**config.mk**
```make
export PLATFORM = sky130hd
export DESIGN_NAME = qowm_cell
export DESIGN_NICKNAME = d
export VERILOG_FILES = /design/src/qowm_pkg.sv /design/src/qowm_cell.sv
export SDC_FILE = /design/constraint.sdc
export NUM_CORES = 1
export LEC_CHECK = 0
export BUFFER_PORTS_ARGS = -buffer_cell sky130_fd_sc_hd__buf_2
export CORE_AREA = 2 2 215 217
export DETAILED_ROUTE_END_ITERATION = 7
export DIE_AREA = 0 0 217 219
export GPL_ROUTABILITY_DRIVEN = 0
export PLACE_DENSITY = 0.68
export SKIP_LAST_GASP = 1
export SYNTH_ARGS = -nofsm -noshare
export SYNTH_HDL_FRONTEND = slang
export SYNTH_SLANG_ARGS = --single-unit
```
**constraint.sdc**
```tcl
create_clock -name clock -period 11.1 [get_ports clock]
set_input_delay 0.555 -clock clock [delete_from_list [all_inputs] [get_ports clock]]
set_output_delay 0.555 -clock clock [all_outputs]
set_load 0.05 [all_outputs]
```
**src/qowm_pkg.sv**
```systemverilog
`timescale 1ns / 1ps

package qowm_pkg;

   localparam int NUM_WHEELS    = 4;
   localparam int WHEEL_IDX_W   = $clog2(NUM_WHEELS);
   localparam int SPEED_W       = 15;
   localparam int FIELD_W       = 16;
   localparam int REQ_TYPE_W    = 3;
   localparam int MAG_W         = 16;
   localparam int ANGLE_W       = 16;

   localparam int SINE_BITS_DEF = 16;
   localparam int SINE_BITS_MAX = 24;
   localparam int SINE_LAT      = 5;
   localparam int PIPE_DEPTH    = SINE_LAT + 1 + NUM_WHEELS;

   // fixed point widths of the sine polynomial
   localparam int Q30         = 30;
   localparam int SINE_SHIFT  = Q30 + 15;
   localparam int ZQ_W        = 31;
   localparam int C_W         = 27;
   localparam int T_W         = 30;
   localparam int T2_W        = 31;
   localparam int PROD_W      = SPEED_W + MAG_W;

   localparam logic [T2_W-1:0]    Q30_A         = 31'd1686629713;
   localparam logic [T_W-1:0]     Q30_B         = 30'd688904866;
   localparam logic [C_W-1:0]     Q30_C         = 27'd76017977;
   localparam logic [SPEED_W-1:0] INV_SQRT2_Q15 = 15'd23170;
   localparam logic [SPEED_W-1:0] SINE_MAX      = 15'h7FFF;
   localparam logic [ANGLE_W-1:0] EIGHTH_TURN   = 16'h2000;
   localparam logic [MAG_W-1:0]   MAG_FULL      = 16'h8000;
   localparam logic [FIELD_W-1:0] FIELD_MIN     = 16'h8000;
   localparam logic [SPEED_W-1:0] MAX_SPEED_RST = 15'h7FFF;

   localparam int CSR_ADDR_W = WHEEL_IDX_W + 2;
   localparam int CSR_DATA_W = 32;

   typedef enum logic [REQ_TYPE_W-1:0] {
      REQ_POLAR      = 3'd0,
      REQ_FORWARD    = 3'd1,
      REQ_BACKWARD   = 3'd2,
      REQ_LEFT       = 3'd3,
      REQ_RIGHT      = 3'd4,
      REQ_TURN_LEFT  = 3'd5,
      REQ_TURN_RIGHT = 3'd6
   } req_code_type;

   typedef logic [NUM_WHEELS-1:0][FIELD_W-1:0] res_vec_type;

   typedef struct packed {
      logic [REQ_TYPE_W-1:0] req_type;
      logic [MAG_W-1:0]      mag;
      logic [FIELD_W-1:0]    abs_speed;
   } front_tok_type;

   typedef struct packed {
      logic [REQ_TYPE_W-1:0] req_type;
      logic [FIELD_W-1:0]    abs_speed;
      logic [PROD_W-1:0]     prod_m;
      logic [PROD_W-1:0]     prod_p;
      logic                  sm_neg;
      logic                  sm_pos;
      logic                  sp_neg;
      logic                  sp_pos;
   } cell_tok_type;

   // sign pattern of the fixed modes, one bit per wheel
   function automatic logic fixed_neg(input logic [REQ_TYPE_W-1:0] req,
                                      input logic [WHEEL_IDX_W-1:0] wheel);
      logic [NUM_WHEELS-1:0] mask;
      case (req_code_type'(req))
         REQ_FORWARD:    mask = 4'b0110;
         REQ_BACKWARD:   mask = 4'b1001;
         REQ_LEFT:       mask = 4'b1100;
         REQ_RIGHT:      mask = 4'b0011;
         REQ_TURN_RIGHT: mask = 4'b1111;
         default:        mask = 4'b0000;
      endcase
      return mask[wheel];
   endfunction

endpackage

```
**src/qowm_cell.sv**
```systemverilog
`timescale 1ns / 1ps

module qowm_cell #(
   parameter int WHEEL = 0
) (
   input  logic                           clock,
   input  logic                           reset,
   input  logic                           en,
   input  logic                           up_valid,
   input  qowm_pkg::cell_tok_type         up_tok,
   input  qowm_pkg::res_vec_type          up_res,
   input  logic [qowm_pkg::SPEED_W-1:0]   max_speed,
   output logic                           dn_valid,
   output qowm_pkg::cell_tok_type         dn_tok,
   output qowm_pkg::res_vec_type          dn_res
);
   import qowm_pkg::*;

   logic [SPEED_W-1:0]         lim;
   logic [PROD_W-1:0]          polar_op;
   logic                       polar_neg;
   logic [PROD_W-1:0]          mul_a;
   logic [SPEED_W-1:0]         mul_b;
   logic [PROD_W+SPEED_W-1:0]  prod;
   logic [SPEED_W-1:0]         v;
   logic                       neg;
   logic [FIELD_W-1:0]         wheel_val;
   logic [FIELD_W-1:0]         res_abs;

   logic                       valid_ff;
   cell_tok_type               tok_ff;
   res_vec_type                res_ff;
   res_vec_type                res_in;

   always_comb begin
      case (WHEEL)
         0: begin
            polar_op  = up_tok.prod_m;
            polar_neg = up_tok.sm_neg;
         end
         1: begin
            polar_op  = up_tok.prod_p;
            polar_neg = up_tok.sp_pos;
         end
         2: begin
            polar_op  = up_tok.prod_m;
            polar_neg = up_tok.sm_pos;
         end
         default: begin
            polar_op  = up_tok.prod_p;
            polar_neg = up_tok.sp_neg;
         end
      endcase

      lim = ({1'b0, max_speed} > up_tok.abs_speed) ? up_tok.abs_speed[SPEED_W-1:0]
          : max_speed;

      // one shared multiplier: sine product by max_speed, or 0.7071 by limit
      mul_a = PROD_W'(INV_SQRT2_Q15);
      mul_b = lim;
      case (req_code_type'(up_tok.req_type))
         REQ_POLAR: begin
            mul_a = polar_op;
            mul_b = max_speed;
         end
         default: ;
      endcase
      prod = mul_a * mul_b;

      case (req_code_type'(up_tok.req_type))
         REQ_POLAR: begin
            v   = prod[Q30+SPEED_W-1:Q30];
            neg = polar_neg;
         end
         REQ_FORWARD, REQ_BACKWARD, REQ_LEFT, REQ_RIGHT: begin
            v   = prod[2*SPEED_W-1:SPEED_W];
            neg = fixed_neg(up_tok.req_type, WHEEL_IDX_W'(WHEEL));
         end
         REQ_TURN_LEFT, REQ_TURN_RIGHT: begin
            v   = lim;
            neg = fixed_neg(up_tok.req_type, WHEEL_IDX_W'(WHEEL));
         end
         default: begin
            v   = '0;
            neg = 1'b0;
         end
      endcase

      wheel_val = (neg && (v != '0)) ? -{1'b0, v} : {1'b0, v};

      res_in        = up_res;
      res_in[WHEEL] = wheel_val;
   end

   always_ff @(posedge clock) begin
      if (reset) begin
         valid_ff <= 1'b0;
      end else if (en) begin
         valid_ff <= up_valid;
      end
   end

   always_ff @(posedge clock) begin
      if (en) begin
         tok_ff <= up_tok;
         res_ff <= res_in;
      end
   end

   assign dn_valid = valid_ff;
   assign dn_tok   = tok_ff;
   assign dn_res   = res_ff;

   assign res_abs = res_ff[WHEEL][FIELD_W-1] ? -res_ff[WHEEL] : res_ff[WHEEL];

   // no mode drives a wheel past its own limit
   a_within_limit: assert property (@(posedge clock) disable iff (reset)
      valid_ff |-> res_abs <= {1'b0, max_speed})
      else $error("wheel target exceeds its limit");

endmodule
```
==> results.ini <==
[outcome]
status=completed

[clock_network]
cts_buffers=17
cts_tree=done
post_cts_resized=0
postCtsSetupRepairBufs=0
clk_pin_slew_ns=0.07
holdBufCountCts=0
clk_latency_ns=0.46
clockRootBuffer=clkbuf_16
clock_sinks=150
htree_levels=4
cts_max_path_buffers=2

[setup_path]
end_kind=register
cp-startpoint=up_tok[71]
cp-start-kind=input port
reg2reg_to=dn_valid
cp-endpoint=dn_res[1]
timing.rr.start=dn_valid
cp_slowest_cell=nor3_2
rr_worst_depth=2
ff2ff_setup_slack_ns=10.51
cpMostUsedCell=fa_1
cp.arrival_ns=10.67
slowest_delay_ns=0.89
worstSetupPathType=in2reg
path_max_fanout=12
worstPathRequired_ns=11.31

[worst_hold_path]
min-delay-start=reset
hold_class=in2reg

[global_routing]
grt_pass1_wl_um=105100
gr-usage-all-layers_pct=29.48
first_global_vias=18767
grt_max_degree=89
antenna_found_initial=4
grt_overflow=0

[synthesis]
synthMostInstantiatedCell=inv_1
synthCells=2217
mappedNetlistNets=2877
ys.flop_type=edfxtp_1
async_flop_share_pct=0
synth_area_per_cell_um2=9.646
synth_area_mm2=0.02139
synth_seq_cells=150
synthTopCellsByArea=fa_1 (35%), edfxtp_1 (21%), inv_1 (7.4%)
synth_area_leader_cell=fa_1
synth_top_area_share_pct=34.92
ys.warnings.count=0
synth_edf_count=149
synth_common_cells=inv_1 (419), fa_1 (373), nand2_1 (279)
ys_seq_area_share_pct=21.02
synthDistinctLibCells=79

[detailed_routing]
drt-pass1-iter-count=6
drc_errors=0
avgViaCountPerCell=5.762
drtIter0Drc=1719
post_drt_wl_per_cell_um=21.96
ant_nets=0
routed_wl_um=68030
vias=17846

[flow_run]
cap_violations=0

[die]
dieArea_mm2=0.04752
core-area_mm2=0.04509
die_w_um=217
rows=78
fp.dieH_um=219
boundaryPins=318
start_util_pct=47.43

[sta]
period_needed_ns=10.46
report.final.slew_viol_count=0
fin_crit_sh_pct=94.21
rsz0062_at_grt=no
hold_violations=0
skew_ns=0
setup_viol=0
setup_tns_ns=0
maxSlewHeadroom_pct=17.21
hold_ws_ns=0.2401
worst_pin_slew_ns=1.241
fmax_ghz=0.09562

[layout]
fillers=4093
final_nets=3142
final_layout_size_suffix_gt1_share_pct=17.07
area_delta_synth_final_pct=13.64

[placement]
dp_hpwl_um=53650
port_buffers=301

[power]
ir_worst_vdd_v=0.0003827
leakagePower_nw=12.03
power_density_mw_per_mm2=280.0

## cell usage in the layout (no fill, tap or decap), drive strengths merged, types with 15 or more instances in the layout
cell	synthesis	layout
inv	419	428
fa	373	373
buf	3	359
nand2	279	279
and3	184	184
edfxtp	149	149
ha	119	119
nor2	95	95
a21oi	78	78
o21ai	47	47
nand3	42	42
and2	33	33
nand4	28	28
nor3	26	26
mux2i	23	23
xnor2	19	19
clkbuf	110	17
o21a	15	15
## metal layers
layer / track usage (%) / wire length, um / part of all wire (%) / up-vias
met4: 17.49 / 4066 / 6.0 / 0
met3: 6.292 / 6789 / 10 / 269
met2: 47.44 / 31840 / 47 / 1031
met1: 36.75 / 25330 / 37 / 8835
met5: 0 / 0 / 0 / -
li1: - / - / - / 7711
## metrics by stage
step / power, W / instance area (um2) / setup slack, ns / utilization (%) / cells
6_report: 0.006805 / 24300 / 0.6423 / 53.90 / 3097
5_1_grt: 0.007325 / 24300 / 0.1452 / 53.89 / 3095
4_1_cts: 0.006736 / 24300 / 0.9218 / 53.89 / 3095
3_5_place_dp: 0.006068 / 23670 / 0.4665 / 52.50 / 3063
3_3_place_gp: 0.006002 / 23670 / 0.5956 / 52.50 / 3063
2_1_floorplan: 0.004282 / 21390 / 1.623 / - / 2217
## cell type report
type	count	area, um2	area share (%)
repair buffers	359	1961	8.068
diodes	2	5.005	0.02059
flip-flops and latches	150	4494	18.49
well taps	600	750.7	3.089
clock buffers	17	425.4	1.750
inverters	419	1573	6.472
clock inverters	15	198.9	0.8186
multi-input cells	1535	14890	61.29
## state kept, by name, summed over array words and instances (netlist names)
name,count
dn_tok,85
dn_res,64
dn_valid,1
## cell families (layout without fill, tap and decap cells)
logic type	count (synthesis)	count (layout)	synth area share, %
adder cells (fa/ha/maj)	492	492	41.88
flip-flops	150	150	21.02
XOR/XNOR	32	32	1.311
buffers and inverters	532	810	9.361
AND/OR/NAND/NOR	746	746	17.69
AO/OA/AOI/OAI	235	235	7.302
multiplexers	30	30	1.445
other	0	2	0
## worst max-delay path, delay by kind of cell
kind,cells,cell delay (ns)
adders and majority gates,8,3.65
and+or+nand+nor,6,1.80
muxes,3,1.40
AOI/OAI and AO/OA,9,2.24
buffers and inverters,9,1.01
## worst min-delay path by stage
stage / endpoint / slack, ns / cells past startpoint
after CTS: dn_valid / 0.19 / 2
after detailed placement: dn_valid / 0.49 / 2
after global placement: dn_valid / 0.47 / 2
after floorplan: dn_valid / 0.63 / 1
after global routing: dn_valid / 0.22 / 2
final: dn_valid / 0.24 / 2
## power by group
part	total [W]	leakage [nW]	switching (W)	internal (W)
combinational	0.00542	10.3	0.00342	0.00200
clock	0.000615	0.301	0.000288	0.000327
sequential	0.000775	1.47	0.0000175	0.000758
total	0.00681	12.0	0.00372	0.00308
Note: power is estimated with default switching activity, not from simulation.
