File: src/qowm_pkg.sv
`timescale 1ns / 1ps

package qowm_pkg;

   localparam int NUM_WHEELS    = 4;
   localparam int WHEEL_IDX_W   = $clog2(NUM_WHEELS);
   localparam int SPEED_W       = 15;
   localparam int FIELD_W       = 16;
   localparam int REQ_TYPE_W    = 3;
   localparam int MAG_W         = 16;
   localparam int ANGLE_W       = 16;

   localparam int SINE_BITS_DEF = 16;
   localparam int SINE_BITS_MAX = 24;
   localparam int SINE_LAT      = 5;
   localparam int PIPE_DEPTH    = SINE_LAT + 1 + NUM_WHEELS;

   // fixed point widths of the sine polynomial
   localparam int Q30         = 30;
   localparam int SINE_SHIFT  = Q30 + 15;
   localparam int ZQ_W        = 31;
   localparam int C_W         = 27;
   localparam int T_W         = 30;
   localparam int T2_W        = 31;
   localparam int PROD_W      = SPEED_W + MAG_W;

   localparam logic [T2_W-1:0]    Q30_A         = 31'd1686629713;
   localparam logic [T_W-1:0]     Q30_B         = 30'd688904866;
   localparam logic [C_W-1:0]     Q30_C         = 27'd76017977;
   localparam logic [SPEED_W-1:0] INV_SQRT2_Q15 = 15'd23170;
   localparam logic [SPEED_W-1:0] SINE_MAX      = 15'h7FFF;
   localparam logic [ANGLE_W-1:0] EIGHTH_TURN   = 16'h2000;
   localparam logic [MAG_W-1:0]   MAG_FULL      = 16'h8000;
   localparam logic [FIELD_W-1:0] FIELD_MIN     = 16'h8000;
   localparam logic [SPEED_W-1:0] MAX_SPEED_RST = 15'h7FFF;

   localparam int CSR_ADDR_W = WHEEL_IDX_W + 2;
   localparam int CSR_DATA_W = 32;

   typedef enum logic [REQ_TYPE_W-1:0] {
      REQ_POLAR      = 3'd0,
      REQ_FORWARD    = 3'd1,
      REQ_BACKWARD   = 3'd2,
      REQ_LEFT       = 3'd3,
      REQ_RIGHT      = 3'd4,
      REQ_TURN_LEFT  = 3'd5,
      REQ_TURN_RIGHT = 3'd6
   } req_code_type;

   typedef logic [NUM_WHEELS-1:0][FIELD_W-1:0] res_vec_type;

   typedef struct packed {
      logic [REQ_TYPE_W-1:0] req_type;
      logic [MAG_W-1:0]      mag;
      logic [FIELD_W-1:0]    abs_speed;
   } front_tok_type;

   typedef struct packed {
      logic [REQ_TYPE_W-1:0] req_type;
      logic [FIELD_W-1:0]    abs_speed;
      logic [PROD_W-1:0]     prod_m;
      logic [PROD_W-1:0]     prod_p;
      logic                  sm_neg;
      logic                  sm_pos;
      logic                  sp_neg;
      logic                  sp_pos;
   } cell_tok_type;

   // sign pattern of the fixed modes, one bit per wheel
   function automatic logic fixed_neg(input logic [REQ_TYPE_W-1:0] req,
                                      input logic [WHEEL_IDX_W-1:0] wheel);
      logic [NUM_WHEELS-1:0] mask;
      case (req_code_type'(req))
         REQ_FORWARD:    mask = 4'b0110;
         REQ_BACKWARD:   mask = 4'b1001;
         REQ_LEFT:       mask = 4'b1100;
         REQ_RIGHT:      mask = 4'b0011;
         REQ_TURN_RIGHT: mask = 4'b1111;
         default:        mask = 4'b0000;
      endcase
      return mask[wheel];
   endfunction

endpackage

File: src/qowm_sine.sv
`timescale 1ns / 1ps

module qowm_sine #(
   parameter int SINE_BITS = qowm_pkg::SINE_BITS_DEF
) (
   input  logic                             clock,
   input  logic [qowm_pkg::SINE_LAT-1:0]    stage_en,
   input  logic [qowm_pkg::ANGLE_W-1:0]     phase,
   output logic [qowm_pkg::SPEED_W-1:0]     sine_mag,
   output logic                             sine_neg
);
   import qowm_pkg::*;

   localparam int WIDE_W = ANGLE_W + SINE_BITS_MAX;
   localparam int FRAC_W = SINE_BITS - 2;
   localparam int PAD_W  = ZQ_W - FRAC_W - 1;

   logic [WIDE_W-1:0]       phase_wide;
   logic [SINE_BITS-1:0]    phase_scaled;
   logic [1:0]              quad;
   logic [FRAC_W:0]         z_raw;
   logic [FRAC_W:0]         z_fold;
   logic [ZQ_W-1:0]         zq_in;

   logic [2*ZQ_W-1:0]       sq;
   logic [ZQ_W+C_W-1:0]     mul_c;
   logic [ZQ_W+T_W-1:0]     mul_t;
   logic [ZQ_W+T2_W-1:0]    mul_s;
   logic [T_W-1:0]          t_in;
   logic [T2_W-1:0]         t2_in;
   logic [SPEED_W-1:0]      s_in;

   logic [ZQ_W-1:0]         zq1_ff, zq2_ff, zq3_ff, zq4_ff;
   logic [ZQ_W-1:0]         z2_ff, z2b_ff;
   logic [T_W-1:0]          t_ff;
   logic [T2_W-1:0]         t2_ff;
   logic [SPEED_W-1:0]      s_ff;
   logic [SINE_LAT-1:0]     neg_ff;

   // rescale the phase to SINE_BITS, then fold into one quarter wave
   assign phase_wide   = {phase, SINE_BITS_MAX'(0)};
   assign phase_scaled = phase_wide[WIDE_W-1 -: SINE_BITS];
   assign quad         = phase_scaled[SINE_BITS-1 -: 2];
   assign z_raw        = {1'b0, phase_scaled[FRAC_W-1:0]};
   assign z_fold       = quad[0] ? ({1'b1, FRAC_W'(0)} - z_raw) : z_raw;
   assign zq_in        = {z_fold, PAD_W'(0)};

   always_comb begin
      sq    = zq1_ff * zq1_ff;
      mul_c = z2_ff * Q30_C;
      t_in  = Q30_B - T_W'(mul_c[ZQ_W+C_W-1:Q30]);
      mul_t = z2b_ff * t_ff;
      t2_in = Q30_A - mul_t[ZQ_W+T_W-1:Q30];
      mul_s = zq4_ff * t2_ff;
      s_in  = (mul_s[ZQ_W+T2_W-1:SINE_SHIFT] > {2'b00, SINE_MAX}) ? SINE_MAX
            : mul_s[SINE_SHIFT+SPEED_W-1:SINE_SHIFT];
   end

   always_ff @(posedge clock) begin
      if (stage_en[0]) begin
         zq1_ff    <= zq_in;
         neg_ff[0] <= quad[1];
      end
      if (stage_en[1]) begin
         z2_ff     <= sq[ZQ_W+Q30-1:Q30];
         zq2_ff    <= zq1_ff;
         neg_ff[1] <= neg_ff[0];
      end
      if (stage_en[2]) begin
         t_ff      <= t_in;
         z2b_ff    <= z2_ff;
         zq3_ff    <= zq2_ff;
         neg_ff[2] <= neg_ff[1];
      end
      if (stage_en[3]) begin
         t2_ff     <= t2_in;
         zq4_ff    <= zq3_ff;
         neg_ff[3] <= neg_ff[2];
      end
      if (stage_en[4]) begin
         s_ff      <= s_in;
         neg_ff[4] <= neg_ff[3];
      end
   end

   assign sine_mag = s_ff;
   assign sine_neg = neg_ff[SINE_LAT-1];

endmodule

File: config.mk
export PLATFORM = sky130hd
export DESIGN_NAME = qowm_sine
export DESIGN_NICKNAME = d
export VERILOG_FILES = /design/src/qowm_pkg.sv /design/src/qowm_sine.sv
export SDC_FILE = /design/constraint.sdc
export NUM_CORES = 2
export LEC_CHECK = 0
export ABC_AREA = 1
export BUFFER_PORTS_ARGS = -buffer_cell sky130_fd_sc_hd__buf_2
export CORE_ASPECT_RATIO = 1.1
export CORE_MARGIN = 3
export CORE_UTILIZATION = 55
export DETAILED_ROUTE_END_ITERATION = 16
export GPL_ROUTABILITY_DRIVEN = 0
export GPL_TIMING_DRIVEN = 1
export PLACE_DENSITY = 0.71
export SKIP_LAST_GASP = 1
export SYNTH_ARGS = -nofsm -noshare
export SYNTH_HDL_FRONTEND = slang
export SYNTH_SLANG_ARGS = --single-unit
File: constraint.sdc
create_clock -name clock -period 8.35 [get_ports clock]
set_clock_uncertainty 0.05 [all_clocks]
set_input_delay 0 -clock clock [delete_from_list [all_inputs] [get_ports clock]]
set_output_delay 0 -clock clock [all_outputs]
set_load 0.005 [all_outputs]
==> reports/results.md <==
- **kind of critical path** register to register
- **adder-cell share of the synthesized area** 52.8%
- **library cell contributing the largest single delay on the critical path** sky130_fd_sc_hd__edfxtp_1
- **combinational family with the most area after synthesis** adder cells
- **simple-gate area share of the yosys netlist** 19.3%
- **worst path arrival time** 8.31 ns
- **number of H-tree levels** 4
- **asr flop ratio synth** 0%
- **clock-pin slew on the worst setup and hold paths** 0.08 ns
- **setup repair after global routing missed its margin** yes
- **share of post-route cells with drive strength above 1** 4.75%
- **post-synthesis xor/xnor area fraction** 1.24%
- **number of buffers added on ports** 37
- **sequential area share after synthesis** 7.94%
- **sum of overflow across all layers after global routing** 0
- **placed cell areas** 0.0763 mm²
- **count of state elements after synthesis** 195
- **slowest stage delay, CP** 0.74 ns
- **max layer used** met4
- **post-detailed-route wirelength per cell** 17.4 µm
- **number of global-route vias before repair** 63146
- **total length of routed wires** 196 mm
- **WL met3** 12.8 mm
- **Rows** 140
- **Max Cap Violations** 0
- **type of element capturing the critical path** register
- **total setup violations reported at the end of the flow** 0
- **half-perimeter wire length after detailed placement** 168 mm
- **total routed wire length on the met1 layer** 74.6 mm
- **Min-Delay Path Class** input pin to register
- **syn_area_per_cell** 7.77 µm²
- **commonest non-fill, non-tap cell in the layout** sky130_fd_sc_hd__inv_1
- **crit path launch type** register
- **share of the clock period used by the worst path** 96.7%
- **final routed DRC violation total** 0
- **most common flop cell mapped by yosys** sky130_fd_sc_hd__edfxtp_1
- **post-layout utilization of the core** 58.2%
- **total die area** 0.139 mm²
- **area overhead of the layout relative to synthesis** 4.81%
- **area fraction in compound gates after synthesis** 2.28%
- **sum of met2 wire segment lengths after detailed routing** 97.7 mm
- **number of fill cells** 12142
- **effective utilization at floorplan** 55.6%
- **floorplan die height** 390 µm
- **pin count of the biggest net entering global routing** 74
- **commonest cells after routing, fill and taps aside** sky130_fd_sc_hd__inv_1, sky130_fd_sc_hd__nand2_1, sky130_fd_sc_hd__fa_1
- **synth warn** 0
- **number of library cell types mapped by synthesis** 53
- **Root Buffer** sky130_fd_sc_hd__clkbuf_16
- **multiplexer fraction of the synthesized cell area** 0%
- **headroom to the max-slew limit** 18.2%
- **number of hold violations in the final report** 0
- **number of placed instances with taps included** 11187
- **f_max** 0.124 GHz
- **Clock Sinks** 195
- **post-route cell area** 0.0773 mm²
- **maximum buffer depth of the clock tree** 2
- **average via count per standard cell** 5.20
- **Pins Over Slew Limit** 0
- **total CTS buffers** 17
- **Crit path top cell by count** sky130_fd_sc_hd__fa_1
- **number of top-level pins** 38
- **count of non-filler cells in the finished layout** 11257
- **number of cells produced by synthesis** 9499
- **Data required, critical path** 8.59 ns
- **CTS tree** yes
- **number of iterations in the first detailed-routing pass** 7
- **clk_lat worst skew** 0.53 ns
- **Post-synth EDFFs** 195
- **Post-DRT Antenna Nets** 0
- **drt initial violations** 4291
- **Via Count** 58496
- **Die Wd** 355 µm
- **mapped cell area** 0.0738 mm²
- **nets@finish** 11718
- **largest fanout of any net on the critical path** 11
- **antenna violations before repair** 1
- **GRT Util Overall** 29.5%
- **wire length of the first global-routing pass** 322 mm
- **area of the core** 0.133 mm²
- **worst slew pin tran** 1.23 ns
- **fin crit period** 8.07 ns
- **status** complete, no violations
==> sequential cells by signal, indices dropped and copies added, names as in the netlist <==
register,count
zq2_ff,15
zq1_ff,15
zq4_ff,15
sine_mag,15
z2b_ff,27
t2_ff,31
neg_ff,5
z2_ff,27
zq3_ff,15
t_ff,30
==> cells by family (layout without fill, tap and decap cells) <==
family                   after synthesis  in the layout
XOR/XNOR                             104            104
AO/OA/AOI/OAI                        300            300
AND/OR/NAND/NOR                     3437           3437
adder cells (fa/ha/maj)             2228           2228
flip-flops                           195            195
buffers and inverters               3233           3208
other                                  2             10
==> worst max-delay path, delay by kind of cell, from the launching register on <==
family        cells  cell delay (ns)
buf+inv           6             0.56
simple gates     16             2.26
fa+ha+maj         9             4.22
flops             1             0.74
==> layer usage <==
layer  vias up  GRT usage [%]
li1      26986              -
met1     28687           35.8
met2      2218           51.9
met3       605           3.74
met4         0           14.1
met5         -              0
==> final timing paths <==
path | start | end | slack [ns] | cells past startpoint
worst max-delay path | t_ff[12] | t2_ff[28] | 0.28 | 31
worst min-delay path | stage_en[3] | t2_ff[19] | 0.12 | 2
worst max register to register | t_ff[12] | t2_ff[28] | 0.28 | 31
worst min register to register | zq3_ff[30] | zq4_ff[30] | 0.37 | 0
==> final cells by class <==
cell class | instances | area [µm²] | share of cell area [%]
multi-input combinational | 6078 | 55800 | 72.2
inverter | 2965 | 11100 | 14.4
sequential | 195 | 5860 | 7.57
tap | 1775 | 2220 | 2.87
timing repair buffer | 211 | 1700 | 2.20
clock buffer | 17 | 425 | 0.550
clock inverter | 15 | 176 | 0.228
antenna | 1 | 2.50 | 0.00324
==> cell usage after synthesis (3+ instances only) <==
cell type / number / area [µm²]
sky130_fd_sc_hd__or2_2: 5 / 31.3
sky130_fd_sc_hd__nand3_2: 18 / 180
sky130_fd_sc_hd__ha_1: 750 / 9380
sky130_fd_sc_hd__nand4_1: 74 / 463
sky130_fd_sc_hd__a21oi_2: 4 / 35.0
sky130_fd_sc_hd__and2_1: 7 / 43.8
sky130_fd_sc_hd__nor2_4: 19 / 214
sky130_fd_sc_hd__a21oi_1: 175 / 876
sky130_fd_sc_hd__nor4_1: 6 / 37.5
sky130_fd_sc_hd__nor3_1: 26 / 130
sky130_fd_sc_hd__nand2_1: 2658 / 9980
sky130_fd_sc_hd__a21o_1: 10 / 75.1
sky130_fd_sc_hd__xnor2_1: 34 / 298
sky130_fd_sc_hd__o221ai_1: 4 / 35.0
sky130_fd_sc_hd__edfxtp_1: 195 / 5860
sky130_fd_sc_hd__fa_1: 1478 / 29600
sky130_fd_sc_hd__inv_1: 2935 / 11000
sky130_fd_sc_hd__clkbuf_1: 220 / 826
sky130_fd_sc_hd__nor2_2: 58 / 363
sky130_fd_sc_hd__buf_1: 47 / 176
sky130_fd_sc_hd__nand3b_1: 10 / 75.1
sky130_fd_sc_hd__nand2_4: 9 / 101
sky130_fd_sc_hd__xor2_1: 69 / 604
sky130_fd_sc_hd__nor2_1: 284 / 1070
sky130_fd_sc_hd__and3_1: 3 / 18.8
sky130_fd_sc_hd__o21ai_0: 58 / 290
sky130_fd_sc_hd__a31oi_1: 9 / 56.3
sky130_fd_sc_hd__inv_2: 28 / 105
sky130_fd_sc_hd__o21ai_1: 3 / 15.0
sky130_fd_sc_hd__o21bai_1: 13 / 97.6
sky130_fd_sc_hd__nor3_2: 7 / 70.1
sky130_fd_sc_hd__o21a_1: 12 / 90.1
sky130_fd_sc_hd__nand3_1: 169 / 846
sky130_fd_sc_hd__nand2_2: 77 / 482
==> through the flow <==
step           setup TNS [ns]  hold slack (ns)  setup WS, ns
3_3_place_gp                0            0.130         0.498
4_1_cts                     0           0.0874         0.392
3_5_place_dp                0            0.132         0.396
5_1_grt              -0.00720            0.131      -0.00720
6_report                    0            0.122         0.276
2_1_floorplan               0           0.0489         0.933
==> what timing repair did <==
item,in CTS,in global routing
hold buffers,29,0
buffers inserted,0,8
resized for setup,0,1
endpoints found under the setup margin,0,10
endpoints found under the hold margin,48,0
Power is not shown: default switching activity piles up to over one toggle a cycle in this logic, so the estimate is an artifact.
